File: config.mk
export PLATFORM = sky130hd
export DESIGN_NAME = atan2pu_div
export DESIGN_NICKNAME = d
export VERILOG_FILES = /design/src/hdl/atan2_polynomial_unit_defines.svh /design/src/hdl/atan2pu_pkg.sv /design/src/hdl/atan2pu_div.sv
export SDC_FILE = /design/constraint.sdc
export NUM_CORES = 1
export LEC_CHECK = 0
export BUFFER_PORTS_ARGS = -buffer_cell sky130_fd_sc_hd__buf_2
export CAP_MARGIN = 10
export CORE_MARGIN = 2
export CORE_UTILIZATION = 45
export CTS_BUF_LIST = sky130_fd_sc_hd__clkbuf_8 sky130_fd_sc_hd__clkbuf_16
export DETAILED_ROUTE_END_ITERATION = 8
export MAX_ROUTING_LAYER = met4
export PLACE_DENSITY = 0.66
export SYNTH_ARGS = -nofsm -noshare
export SYNTH_HDL_FRONTEND = slang
export SYNTH_SLANG_ARGS = --single-unit
File: constraint.sdc
create_clock -name i_clk -period 3.9 [get_ports i_clk]
set_clock_uncertainty 0.2 [all_clocks]
set_input_delay 0.195 -clock i_clk [delete_from_list [all_inputs] [get_ports i_clk]]
set_output_delay 0.195 -clock i_clk [all_outputs]
set_load 0.02 [all_outputs]
File: src/hdl/atan2_polynomial_unit_defines.svh
// assertion macros used by the rtl top level
`ifndef ATAN2_POLYNOMIAL_UNIT_DEFINES_SVH
`define ATAN2_POLYNOMIAL_UNIT_DEFINES_SVH

`ifndef SYNTHESIS
`define AP_ASSERT_IMPL(label, clk, rst_n, ante, cons) \
    label: assert property (@(posedge clk) disable iff (!rst_n) (ante) |-> (cons)) \
        else $error("implication check failed");
`define AP_ASSERT_NEXT(label, clk, rst_n, ante, cons) \
    label: assert property (@(posedge clk) disable iff (!rst_n) (ante) |=> (cons)) \
        else $error("next-cycle check failed");
`else
`define AP_ASSERT_IMPL(label, clk, rst_n, ante, cons)
`define AP_ASSERT_NEXT(label, clk, rst_n, ante, cons)
`endif

`endif

File: src/hdl/atan2pu_pkg.sv
`default_nettype none
package atan2pu_pkg;

    localparam int IN_WIDTH        = 16;
    localparam int ANGLE_FRAC_BITS = 13;
    localparam int ANGLE_WIDTH     = ANGLE_FRAC_BITS + 3;
    localparam int QUO_WIDTH       = 17;
    localparam int DIV_STAGES      = 17;
    localparam int H_STAGES        = 5;
    localparam int S_WIDTH         = 24;
    localparam int A_WIDTH         = 40;
    localparam int OUT_SHIFT       = 32 - ANGLE_FRAC_BITS;

    // q2.16 coefficients, degree 0 up to degree 5
    localparam logic signed [S_WIDTH-1:0] COEF [6] = '{
        -24'sd4, 24'sd65513, 24'sd1198, -24'sd29137, 24'sd17248, -24'sd3347
    };

    localparam logic signed [A_WIDTH-1:0] PI_Q32      = 40'sd13493037705;
    localparam logic signed [A_WIDTH-1:0] HALF_PI_Q32 = 40'sd6746518852;
    localparam logic [A_WIDTH-1:0] ANGLE_LIM =
        (40'd13493037705 + (40'd1 << (OUT_SHIFT - 1))) >> OUT_SHIFT;

    // octant side information carried down the pipe
    typedef struct packed {
        logic swap;
        logic xneg;
        logic yneg;
        logic zero;
    } t_oct;

endpackage
`default_nettype wire

File: src/hdl/atan2pu_div.sv
`default_nettype none
module atan2pu_div (
    input  wire logic                              i_clk,
    input  wire logic                              i_rst_n,
    input  wire logic                              i_en,
    input  wire logic                              i_vld,
    input  wire atan2pu_pkg::t_oct                 i_oct,
    input  wire logic [atan2pu_pkg::IN_WIDTH-1:0]  i_lo,
    input  wire logic [atan2pu_pkg::IN_WIDTH-1:0]  i_hi,
    output logic                                   o_vld,
    output atan2pu_pkg::t_oct                      o_oct,
    output logic [atan2pu_pkg::QUO_WIDTH-1:0]      o_quo
);
    import atan2pu_pkg::*;

    logic                 r_vld [DIV_STAGES];
    t_oct                 r_oct [DIV_STAGES];
    logic [IN_WIDTH-1:0]  r_rem [DIV_STAGES];
    logic [IN_WIDTH-1:0]  r_dvs [DIV_STAGES];
    logic [QUO_WIDTH-1:0] r_quo [DIV_STAGES];

    logic [IN_WIDTH-1:0]  n_rem [DIV_STAGES];
    logic [QUO_WIDTH-1:0] n_quo [DIV_STAGES];

    // one quotient bit per stage, restoring compare and subtract
    always_comb begin
        logic [IN_WIDTH:0] t;
        logic [IN_WIDTH:0] d;
        logic              ge;
        for (int k = 0; k < DIV_STAGES; k++) begin
            if (k == 0) begin
                t = {1'b0, i_lo};
                d = {1'b0, i_hi};
            end else begin
                t = {r_rem[k-1], 1'b0};
                d = {1'b0, r_dvs[k-1]};
            end
            ge = (t >= d);
            n_rem[k] = ge ? IN_WIDTH'(t - d) : IN_WIDTH'(t);
            if (k == 0) begin
                n_quo[k] = {{(QUO_WIDTH-1){1'b0}}, ge};
            end else begin
                n_quo[k] = {r_quo[k-1][QUO_WIDTH-2:0], ge};
            end
        end
    end

    // valid bits
    always_ff @(posedge i_clk) begin
        if (!i_rst_n) begin
            for (int k = 0; k < DIV_STAGES; k++) r_vld[k] <= 1'b0;
        end else if (i_en) begin
            for (int k = 0; k < DIV_STAGES; k++) r_vld[k] <= (k == 0) ? i_vld : r_vld[k-1];
        end
    end

    // payload
    always_ff @(posedge i_clk) begin
        if (i_en) begin
            for (int k = 0; k < DIV_STAGES; k++) begin
                r_rem[k] <= n_rem[k];
                r_quo[k] <= n_quo[k];
                r_dvs[k] <= (k == 0) ? i_hi : r_dvs[k-1];
                r_oct[k] <= (k == 0) ? i_oct : r_oct[k-1];
            end
        end
    end

    assign o_vld = r_vld[DIV_STAGES-1];
    assign o_oct = r_oct[DIV_STAGES-1];
    assign o_quo = r_quo[DIV_STAGES-1];

endmodule
`default_nettype wire

[Word-level counts from Yosys, hierarchy flattened]
Memories as Yosys holds them, arrays and structs flattened.
Index checks and enable logic that the tools add are counted.
Operators by class
  add/sub/neg operators: 17
  magnitude comparators: 17
  multiplexer cells: 39
  bitwise gates (word level): 17
Operators with widths (count)
  17-bit by 16-bit greater-or-equal comparator with 1-bit output: 16
  16-bit two-way mux: 17
  16-bit subtractor: 17
  1-bit two-way mux: 22
  1-bit OR: 17
  16-bit greater-or-equal comparator: 1
Storage, ports and cells
  register bits after elaboration: 0
  RAM bits: 918
  word-level logic and storage cells: 95
  memories: 5
Memory list
  r_quo: words 17, bits a word 17, rd ports 17, clocked after memory_dff 0, write ports 17, RTL line atan2pu_div.sv:20  | logic [QUO_WIDTH-1:0] r_quo [DIV_STAGES];
  r_dvs: words 17, bits a word 16, rd ports 16, clocked after memory_dff 0, write ports 17, RTL line atan2pu_div.sv:19  | logic [IN_WIDTH-1:0] r_dvs [DIV_STAGES];
  r_rem: words 17, bits a word 16, rd ports 16, clocked after memory_dff 0, write ports 17, RTL line atan2pu_div.sv:18  | logic [IN_WIDTH-1:0] r_rem [DIV_STAGES];
  r_oct: words 17, bits a word 4, rd ports 17, clocked after memory_dff 0, write ports 17, RTL line atan2pu_div.sv:17  | t_oct r_oct [DIV_STAGES];
  r_vld: words 17, bits a word 1, rd ports 17, clocked after memory_dff 0, write ports 17, RTL line atan2pu_div.sv:16  | logic r_vld [DIV_STAGES];

[Logic depth before layout (Yosys ltp)]
Gate-level depths: netlist of the first run.
  depth in word-level cells: 4
  depth in mapped cells: 12

[Least setup slack after synthesis of the first run]
OpenSTA, ideal clock, no wires.
  path type: reg2reg
  start: memory r_dvs[6][1], in the netlist r_dvs[0][97]
  end: memory r_rem[7][7], in the netlist r_rem[0][119], data pin
  setup time: 0.260 ns
  data arrival time: 2.650 ns
  slack: 0.789 ns
  stages on the path, launching flop included: 13
  period minus slack after synthesis: 3.111 ns
  cell sequence: edfxtp_1 inv_1 ha_1 nor2b_1 o31a_1 o41ai_4 o21ai_1 o41ai_2 nor2_1 o31a_1 buf_6 buf_12 mux2_4
RTL lines (RTL line)
  start, declared: atan2pu_div.sv:19
  end, declared: atan2pu_div.sv:18

==> results of run 1 <==
## cells in the final DEF, fill, tap and decap left out, types with 37 or more instances in the layout
cell type / instances
dlygate4sd3_1: 40
xnor2_1: 120
ha_1: 271
inv_1: 358
nor3_1: 52
mux2_2: 146
nor2b_1: 51
buf_2: 60
a21oi_1: 149
o21ai_0: 144
xor2_1: 62
nand2_1: 158
a21o_1: 75
clkbuf_16: 88
o21a_1: 37
edfxtp_1: 750
nor2_1: 160
## how the worst max path moves through the flow
stage | to | startpoint | depth (start not counted)
after floorplan | r_rem[0][119]$_DFFE_PP_ | r_dvs[0][97]$_DFFE_PP_ | 12
after global placement | r_rem[0][197]$_DFFE_PP_ | r_dvs[0][177]$_DFFE_PP_ | 11
after detailed placement | r_rem[0][82]$_DFFE_PP_ | r_dvs[0][65]$_DFFE_PP_ | 10
after CTS | r_rem[0][94]$_DFFE_PP_ | r_dvs[0][65]$_DFFE_PP_ | 10
after global routing | r_rem[0][215]$_DFFE_PP_ | r_dvs[0][193]$_DFFE_PP_ | 10
final | r_rem[0][197]$_DFFE_PP_ | r_dvs[0][177]$_DFFE_PP_ | 11
## power by group through the flow
stage | clock, mW | combinational, mW | sequential (mW)
floorplan | 0 | 10.9 | 12.3
global placement | 0 | 13.5 | 12.8
finish | 8.01 | 13.8 | 12.7
CTS | 8.27 | 13.8 | 12.7
detailed placement | 0 | 13.7 | 12.8
global route | 8.57 | 15.4 | 12.9
## flip-flops by register name (all words and copies together), names as in the netlist
signal	flops
r_quo	153
r_rem	256
r_dvs	256
r_vld	17
r_oct	68
## logic make-up after synthesis
| group | Yosys count | synth area share [%] |
|---|---|---|
| compound gates | 624 | 10.6 |
| xor+xnor | 182 | 4.15 |
| fa+ha+maj | 287 | 9.66 |
| buf+inv | 378 | 3.81 |
| flops | 750 | 58.6 |
| mux | 178 | 5.23 |
| simple gates | 624 | 7.92 |
## area by class of cell
class | count | area, µm²
Fill cell | 7354 | 41300
Sequential cell | 750 | 22500
Multi-Input combinational cell | 1895 | 14500
Clock buffer | 88 | 2200
Tap cell | 1144 | 1430
Inverter | 346 | 1300
Timing Repair Buffer | 132 | 1010
Clock inverter | 65 | 606
## worst max-delay path, delay by kind of cell, from the launching register on
| family | cells | cell delay, ns |
|---|---|---|
| AO/OA/AOI/OAI | 6 | 1.52 |
| flip-flops | 1 | 0.46 |
| buffers and inverters | 2 | 0.29 |
| AND/OR/NAND/NOR | 1 | 0.14 |
| multiplexers | 1 | 0.37 |
| adder cells (fa/ha/maj) | 1 | 0.29 |
## timing repair
item,4_1_cts,5_1_grt
hold buffers,40,0
setup buffers,0,0
hold endpoints to repair,109,0
setup endpoints to repair,0,0
## layer usage
metal	wire, µm	track usage (%)	vias up
li1	-	-	11550
met1	30200	19.4	11095
met2	38400	31.4	378
met3	2600	2.98	180
met4	2980	7.45	0
met5	0	-	-
## per-stage QoR
step | hold slack, ns | cells | setup slack, ns
4_1_cts | 0.0119 | 4420 | 0.338
3_5_place_dp | 0.173 | 4227 | 0.337
3_3_place_gp | 0.172 | 4227 | 0.395
2_1_floorplan | 0.0939 | 3023 | 0.789
5_1_grt | 0.0356 | 4420 | 0.0915
6_report | 0.0637 | 4420 | 0.367
==> summary.md, run 1 <==
| Metric | Value |
|---|---|
| Status | `complete, no violations` |
| Layout Utilization | `51.3%` |
| Remaining DRCs | `0` |
| P_int | `about 23 mW` |
| DRT Pass-1 Iters | `8` |
| Synth cell types | `78` |
| RD Place Congestion | `0.895` |
| Synth-to-Final Area Change | `13.3%` |
| Design area | `between 0.04 and 0.05 mm²` |
| WL/cell | `16.8 µm` |
| Initial antenna violation count | `0` |
| Total power | `around 35 mW` |
| Final Hold Violating Endpoints | `0` |
| Area of the die | `around 0.088 mm²` |
| Area post-placement | `0.0403 mm²` |
| Initial Utilization | `45.3%` |
| R2r setup slk | `0.37 ns` |
| Rows | `107` |
| Clk pin slew, worst setup/hold paths | `0.06 ns` |
| Number of global-route vias before repair | `23,207` |
| Area contributors post-synth | `edfxtp_1, ha_1, mux2_2` |
| Async set-reset flop share out of synthesis | `0%` |
| Sum Neg Setup Slack | `0 ns` |
| Syn nets | `3,350` |
| WHS Endpoint | `r_dvs[0][8]$_DFFE_PP_` |
| Post-synth top cells | `edfxtp_1, inv_1, ha_1` |
| Psw | `roughly 11 mW` |
| Slew Limit Fails | `0` |
| Clock tree buffer depth | `3` |
| DPL Wire Length | `approximately 53,000 µm` |
| Switching Share | `33.1%` |
| Ant. Diodes | `0` |
| Post-synth EDFFs | `750` |
| Clock sink total | `750` |
| Type of element capturing the critical path | `flop` |
| Vias | `23,203` |
| Share of the synthesized area in the top cell type | `approximately 60%` |
| CORE AREA | `0.0849 mm²` |
| Most used cell, CP | `o21ai_0` |
| Setup-failing EPs final | `0` |
| Avg Vias per Cell | `~5.2` |
| First-pass GRT wire length | `119,000 µm` |
| Horiz. Die Dim | `approximately 300 µm` |
| Tcrit/Tclk final | `90.6%` |
| Crit path DAT | `around 3.7 ns` |
| Mean Syn Cell Area | `between 10 and 15 µm²` |
| YS warnings | `0` |
| CTS buffer count | `87` |
| Share of cells above drive strength 1 | `about an eighth` |
| Drt total wl | `74,200 µm` |
| H-tree levels | `3` |
| #FFs+latches synth | `750` |
| RR Endpoint | `r_rem[0][197]$_DFFE_PP_` |
| CP max stage cell | `a31oi_2` |
| Flop pwr share | `36.7%` |
| PortBufs | `between 60 and 70` |
| WP data required | `4.08 ns` |
| Clock share of power | `23.2%` |
| Layout Nets | `roughly 3,500` |
| Worst-skew pair later-pin latency | `0.65 ns` |
| MaxCap Viol Count | `0` |
| Worst vdd ir | `approximately 0.00044 V` |
| # IOs | `62` |
| CTS tree | `done` |
| Hold path cells | `2` |
| Worst Setup Start Kind | `flop` |
| DIE HEIGHT | `between 200 and 300 µm` |
| R2R cell count | `11` |
| Synth Flop Type | `edfxtp_1` |
| Seq/Total Area, Yosys | `58.6%` |
| RR Startpoint | `r_dvs[0][177]$_DFFE_PP_` |
| Worst-path fanout max | `13` |
| Root Driver | `clkbuf_16` |
| Total GRT Usage | `between 10% and 20%` |
| Post-Synthesis Cells | `3,023` |
| Critical Setup Path Class | `reg2reg` |
| Worst Tran Pin Value | `0.970 ns` |
| Power per standard cell area | `793 mW/mm²` |
| DR iter-0 viols | `1,325` |
| Yosys top cell by area | `edfxtp_1` |
| Largest net degree at the start of global routing | `134` |
| Hold wc startpoint | `i_hi[8]` |
| Post-CTS resize count | `0` |
| Final ANT Viol Nets | `0` |
| Combinational Power Share | `40.1%` |
| Leakage | `17.6 nW` |
| CP peak stage delay | `0.50 ns` |
| Hold Crit Class | `in2reg` |
| Worst slew margin | `35.2%` |
| Synth Cell Area | `0.0384 mm²` |
| Final worst path period need | `between 3 and 4 ns` |
| Max Freq | `about 280 MHz` |
| Overflow after GRT | `0` |
| RSZ-0062 raised after global routing | `false` |
| Most common cell in the synthesized netlist | `edfxtp_1` |
| CP cell instances | `inv_1 > ha_1 > nor2b_1 > o21a_1 > o21ai_0 > a211oi_1 > o211a_1 > o21ai_0 > a31oi_2 > buf_12 > mux2_2` |
(Power assumes the default switching activity.)
==> run 2: changes to the inputs <==
--- a/config.mk
+++ b/config.mk
@@ -6,4 +6,5 @@
 export NUM_CORES = 1
 export LEC_CHECK = 0
+export ABC_AREA = 1
 export BUFFER_PORTS_ARGS = -buffer_cell sky130_fd_sc_hd__buf_2
 export CAP_MARGIN = 10
@@ -12,4 +13,5 @@
 export CTS_BUF_LIST = sky130_fd_sc_hd__clkbuf_8 sky130_fd_sc_hd__clkbuf_16
 export DETAILED_ROUTE_END_ITERATION = 8
+export HOLD_SLACK_MARGIN = 0.08
 export MAX_ROUTING_LAYER = met4
 export PLACE_DENSITY = 0.66
==> constraint.sdc (replaced) <==
create_clock -name i_clk -period 3.9 [get_ports i_clk]
set_clock_uncertainty 0.2 [all_clocks]
set_input_delay 0.39 -clock i_clk [delete_from_list [all_inputs] [get_ports i_clk]]
set_output_delay 0.39 -clock i_clk [all_outputs]
set_load 0.02 [all_outputs]
==> run 2 against run 1 <==
Net effect: non-clock buffer count fell by 14; wire length rose by 37%; fmax rose by 33%; area after synthesis rose by 13%; sequential power barely moved; critical path depth fell by 1; highest routed layer unchanged; synthesized cell count rose by 65%; setup slack improved by 0.88 ns; critical path type unchanged; largest power group unchanged; core utilization fell by 0.98 points; cell count rose by 47%; total power rose by 2.6%.
==> summary.md, run 2 <==
| Metric | Value |
|---|---|
| Status | `complete, no violations` |
| Max Freq | `376 MHz (+33%)` |
| Clock tree buffer depth | `3 (unchanged)` |
| Syn nets | `5,330 (+59%)` |
| Drt total wl | `102,000 µm (+37%)` |
| Hold Crit Class | `reg2reg` |
| Share of cells above drive strength 1 | `5.95% (-6.3 points)` |
| WL/cell | `15.6 µm (-6.9%)` |
| CTS buffer count | `84 (-3.4%)` |
| Largest family of logic cells by synthesized area | `simple AND/OR/NAND/NOR gates` |
| Most frequent cells in the layout | `nand2_1, inv_1, edfxtp_1` |
| Power per standard cell area | `731 mW/mm² (-7.8%)` |
| Worst slew margin | `53.9% (+19 points)` |
| Clk pin slew, worst setup/hold paths | `0.06 ns (about the same)` |
| Synth-to-Final Area Change | `11.3%` |
| CORE AREA | `0.0963 mm² (+13%)` |
| Setup-failing EPs final | `0 (unchanged)` |
| Overflow after GRT | `0 (unchanged)` |
| Synth cell types | `38 (-51%)` |
| Multi-input logic area | `0.0170 mm² (+18%)` |
| Area contributors post-synth | `edfxtp_1, nand2_1, inv_1` |
| DIE HEIGHT | `315 µm (+6.3%)` |
| Worst Tran Pin Value | `0.690 ns (-0.279 ns)` |
| Synth Flop Type | `edfxtp_1` |
| Critical Setup Path Class | `reg2reg` |
| Final worst path period need | `2.66 ns (-0.875 ns)` |
| RR Startpoint | `r_dvs[0][109]$_DFFE_PP_` |
| #FFs+latches synth | `750 (unchanged)` |
| Launch point of the worst path | `r_dvs[0][109]$_DFFE_PP_` |
| Type of element capturing the critical path | `flop` |
| Final ANT Viol Nets | `0 (unchanged)` |
| H-tree levels | `3 (unchanged)` |
| Fill cell count | `9,013 (+23%)` |
| WP data required | `4.10 ns (+0.02 ns)` |
| Clock sink total | `750 (unchanged)` |
| Post-synth EDFFs | `750 (unchanged)` |
| Hold wc startpoint | `r_oct[1][13]$_DFFE_PP_` |
| Tcrit/Tclk final | `68.2% (-22 points)` |
| Top flop regs | `r_dvs x256, r_rem x256, r_quo x153` |
| DR iter-0 viols | `2,459 (+86%)` |
| Post-Synth Simple-Gate Area | `26.1% (+18 points)` |
| RSZ-0062 raised after global routing | `false` |
| Initial Utilization | `45.2% (-0.063 points)` |
| Post-synthesis mux area share | `0% (-5.2 points)` |
| Rows | `114 (+6.5%)` |
| Worst vdd ir | `0.000370 V (-17%)` |
| Number of global-route vias before repair | `30,081 (+30%)` |
| Worst Setup Start Kind | `flop` |
| DP Worst Slack | `1.18 ns (+0.843 ns)` |
| Synth Area in Compound Gates | `2.26% (-8.4 points)` |
| Leading cell type in the layout, fill and taps excluded | `nand2_1` |
| Post-CTS resize count | `0 (unchanged)` |
| Horiz. Die Dim | `315 µm (+6.3%)` |
| Synth Cell Area | `0.0435 mm² (+13%)` |
| Root Driver | `clkbuf_16` |
| Sum Neg Setup Slack | `0 ns (unchanged)` |
| Mean Syn Cell Area | `8.70 µm² (-32%)` |
| Vias | `31,602 (+36%)` |
| MaxCap Viol Count | `0 (unchanged)` |
| Most common cell in the synthesized netlist | `nand2_1` |
| Leakage | `23.5 nW (+34%)` |
| Post-synth top cells | `nand2_1, inv_1, edfxtp_1` |
| Layout Nets | `5,486 (+55%)` |
| RD Place Congestion | `0.881 (-1.6%)` |
| PortBufs | `61 (unchanged)` |
| Post-Synth Adder-Cell Area | `8.52% (-1.1 points)` |
| Setup Buffers After CTS | `0 (unchanged)` |
| Slew Limit Fails | `0 (unchanged)` |
| Async set-reset flop share out of synthesis | `0% (unchanged)` |
| First-pass GRT wire length | `160,000 µm (+34%)` |
| DRT Pass-1 Iters | `6 (-2)` |
| Yosys top cell by area | `edfxtp_1` |
| FF+latch area | `0.0225 mm² (unchanged)` |
| Avg Vias per Cell | `4.86 (-7.4%)` |
| Post-synthesis xor/xnor area fraction | `2.25% (-1.9 points)` |
| # IOs | `62 (unchanged)` |
| Total GRT Usage | `21.1% (+3.5 points)` |
| Min Hold Slack | `0.207 ns (+0.143 ns)` |
| Share of the synthesized area in the top cell type | `51.7% (-6.9 points)` |
| Worst-path fanout max | `18 (+5)` |
| Area post-placement | `0.0453 mm² (+12%)` |
| Ant. Diodes | `0 (unchanged)` |
| DPL Wire Length | `77,300 µm (+47%)` |
| Final Hold Violating Endpoints | `0 (unchanged)` |
| Area of the die | `0.0992 mm² (+13%)` |
| Seq/Total Area, Yosys | `51.7% (-6.9 points)` |
| Design area | `0.0484 mm² (+11%)` |
| Worst setup margin | `1.24 ns (+0.875 ns)` |
| Crit path DAT | `2.85 ns (-0.86 ns)` |
| Remaining DRCs | `0 (unchanged)` |
| CTS tree | `done` |
| YS warnings | `0 (unchanged)` |
| Initial antenna violation count | `1 (+1)` |
| Largest net degree at the start of global routing | `110 (-18%)` |
| Post-CTS Hold Fix Bufs | `38 (-5.0%)` |
| Post-Synthesis Cells | `5,003 (+65%)` |
| Worst-skew pair later-pin latency | `0.67 ns (+0.02 ns)` |
[run 2: cells by family (layout without fill, tap and decap cells)]
family,after synthesis,count (layout)
AND/OR/NAND/NOR,2677,2677
buffers and inverters,989,1211
flip-flops,750,750
adder cells (fa/ha/maj),287,287
AO/OA/AOI/OAI,188,188
XOR/XNOR,112,112
[run 2: final cells by class]
cell class | count | area share, %
Clock buffer | 84 | 4.34
Clock inverter | 68 | 1.41
Inverter | 941 | 7.34
Multi-Input combinational cell | 3264 | 35.2
Sequential cell | 750 | 46.5
Tap cell | 1276 | 3.30
Timing Repair Buffer | 118 | 1.94
[run 2: power by group]
group | switching [mW] | internal (mW)
clock | 3.34 | 4.63
sequential | 1.19 | 11.4
combinational | 9.75 | 5.10
total | 14.3 | 21.1
[run 2: worst max-delay path, stage by stage (launching register included)]
cell and delay [ns]:
edfxtp_1 0.40, inv_1 0.06, ha_1 0.40, nand2_1 0.15, nor3_1 0.31, and2_1 0.21, nand2_2 0.07, nand2_4 0.20
inv_2 0.19, nand2_1 0.14, nand2_1 0.08
[run 2: final timing paths]
| path | to | slack, ns | cells past startpoint |
|---|---|---|---|
| max | r_rem[0][125]$_DFFE_PP_ | 1.24 | 10 |
| min | r_oct[2][1]$_DFFE_PP_ | 0.21 | 0 |
| max reg2reg | r_rem[0][125]$_DFFE_PP_ | 1.24 | 10 |
| min reg2reg | r_oct[2][1]$_DFFE_PP_ | 0.21 | 0 |
[run 2: metrics by stage]
step | std cells | util (%) | total power, mW
after detailed placement | 6311 | 47.0 | 27.5
after global routing | 6501 | 50.3 | 38.2
final | 6501 | 50.3 | 35.4
after floorplan | 5003 | - | 23.6
after global placement | 6311 | 47.0 | 27.3
after CTS | 6501 | 50.3 | 35.6
[run 2: layer usage]
metal	wire length [µm]	global-route usage, %	vias to the layer above
met4	3380	7.21	0
met1	46200	27.2	14478
met3	4390	3.07	191
met5	0	-	-
li1	-	-	16294
met2	47600	34.3	639
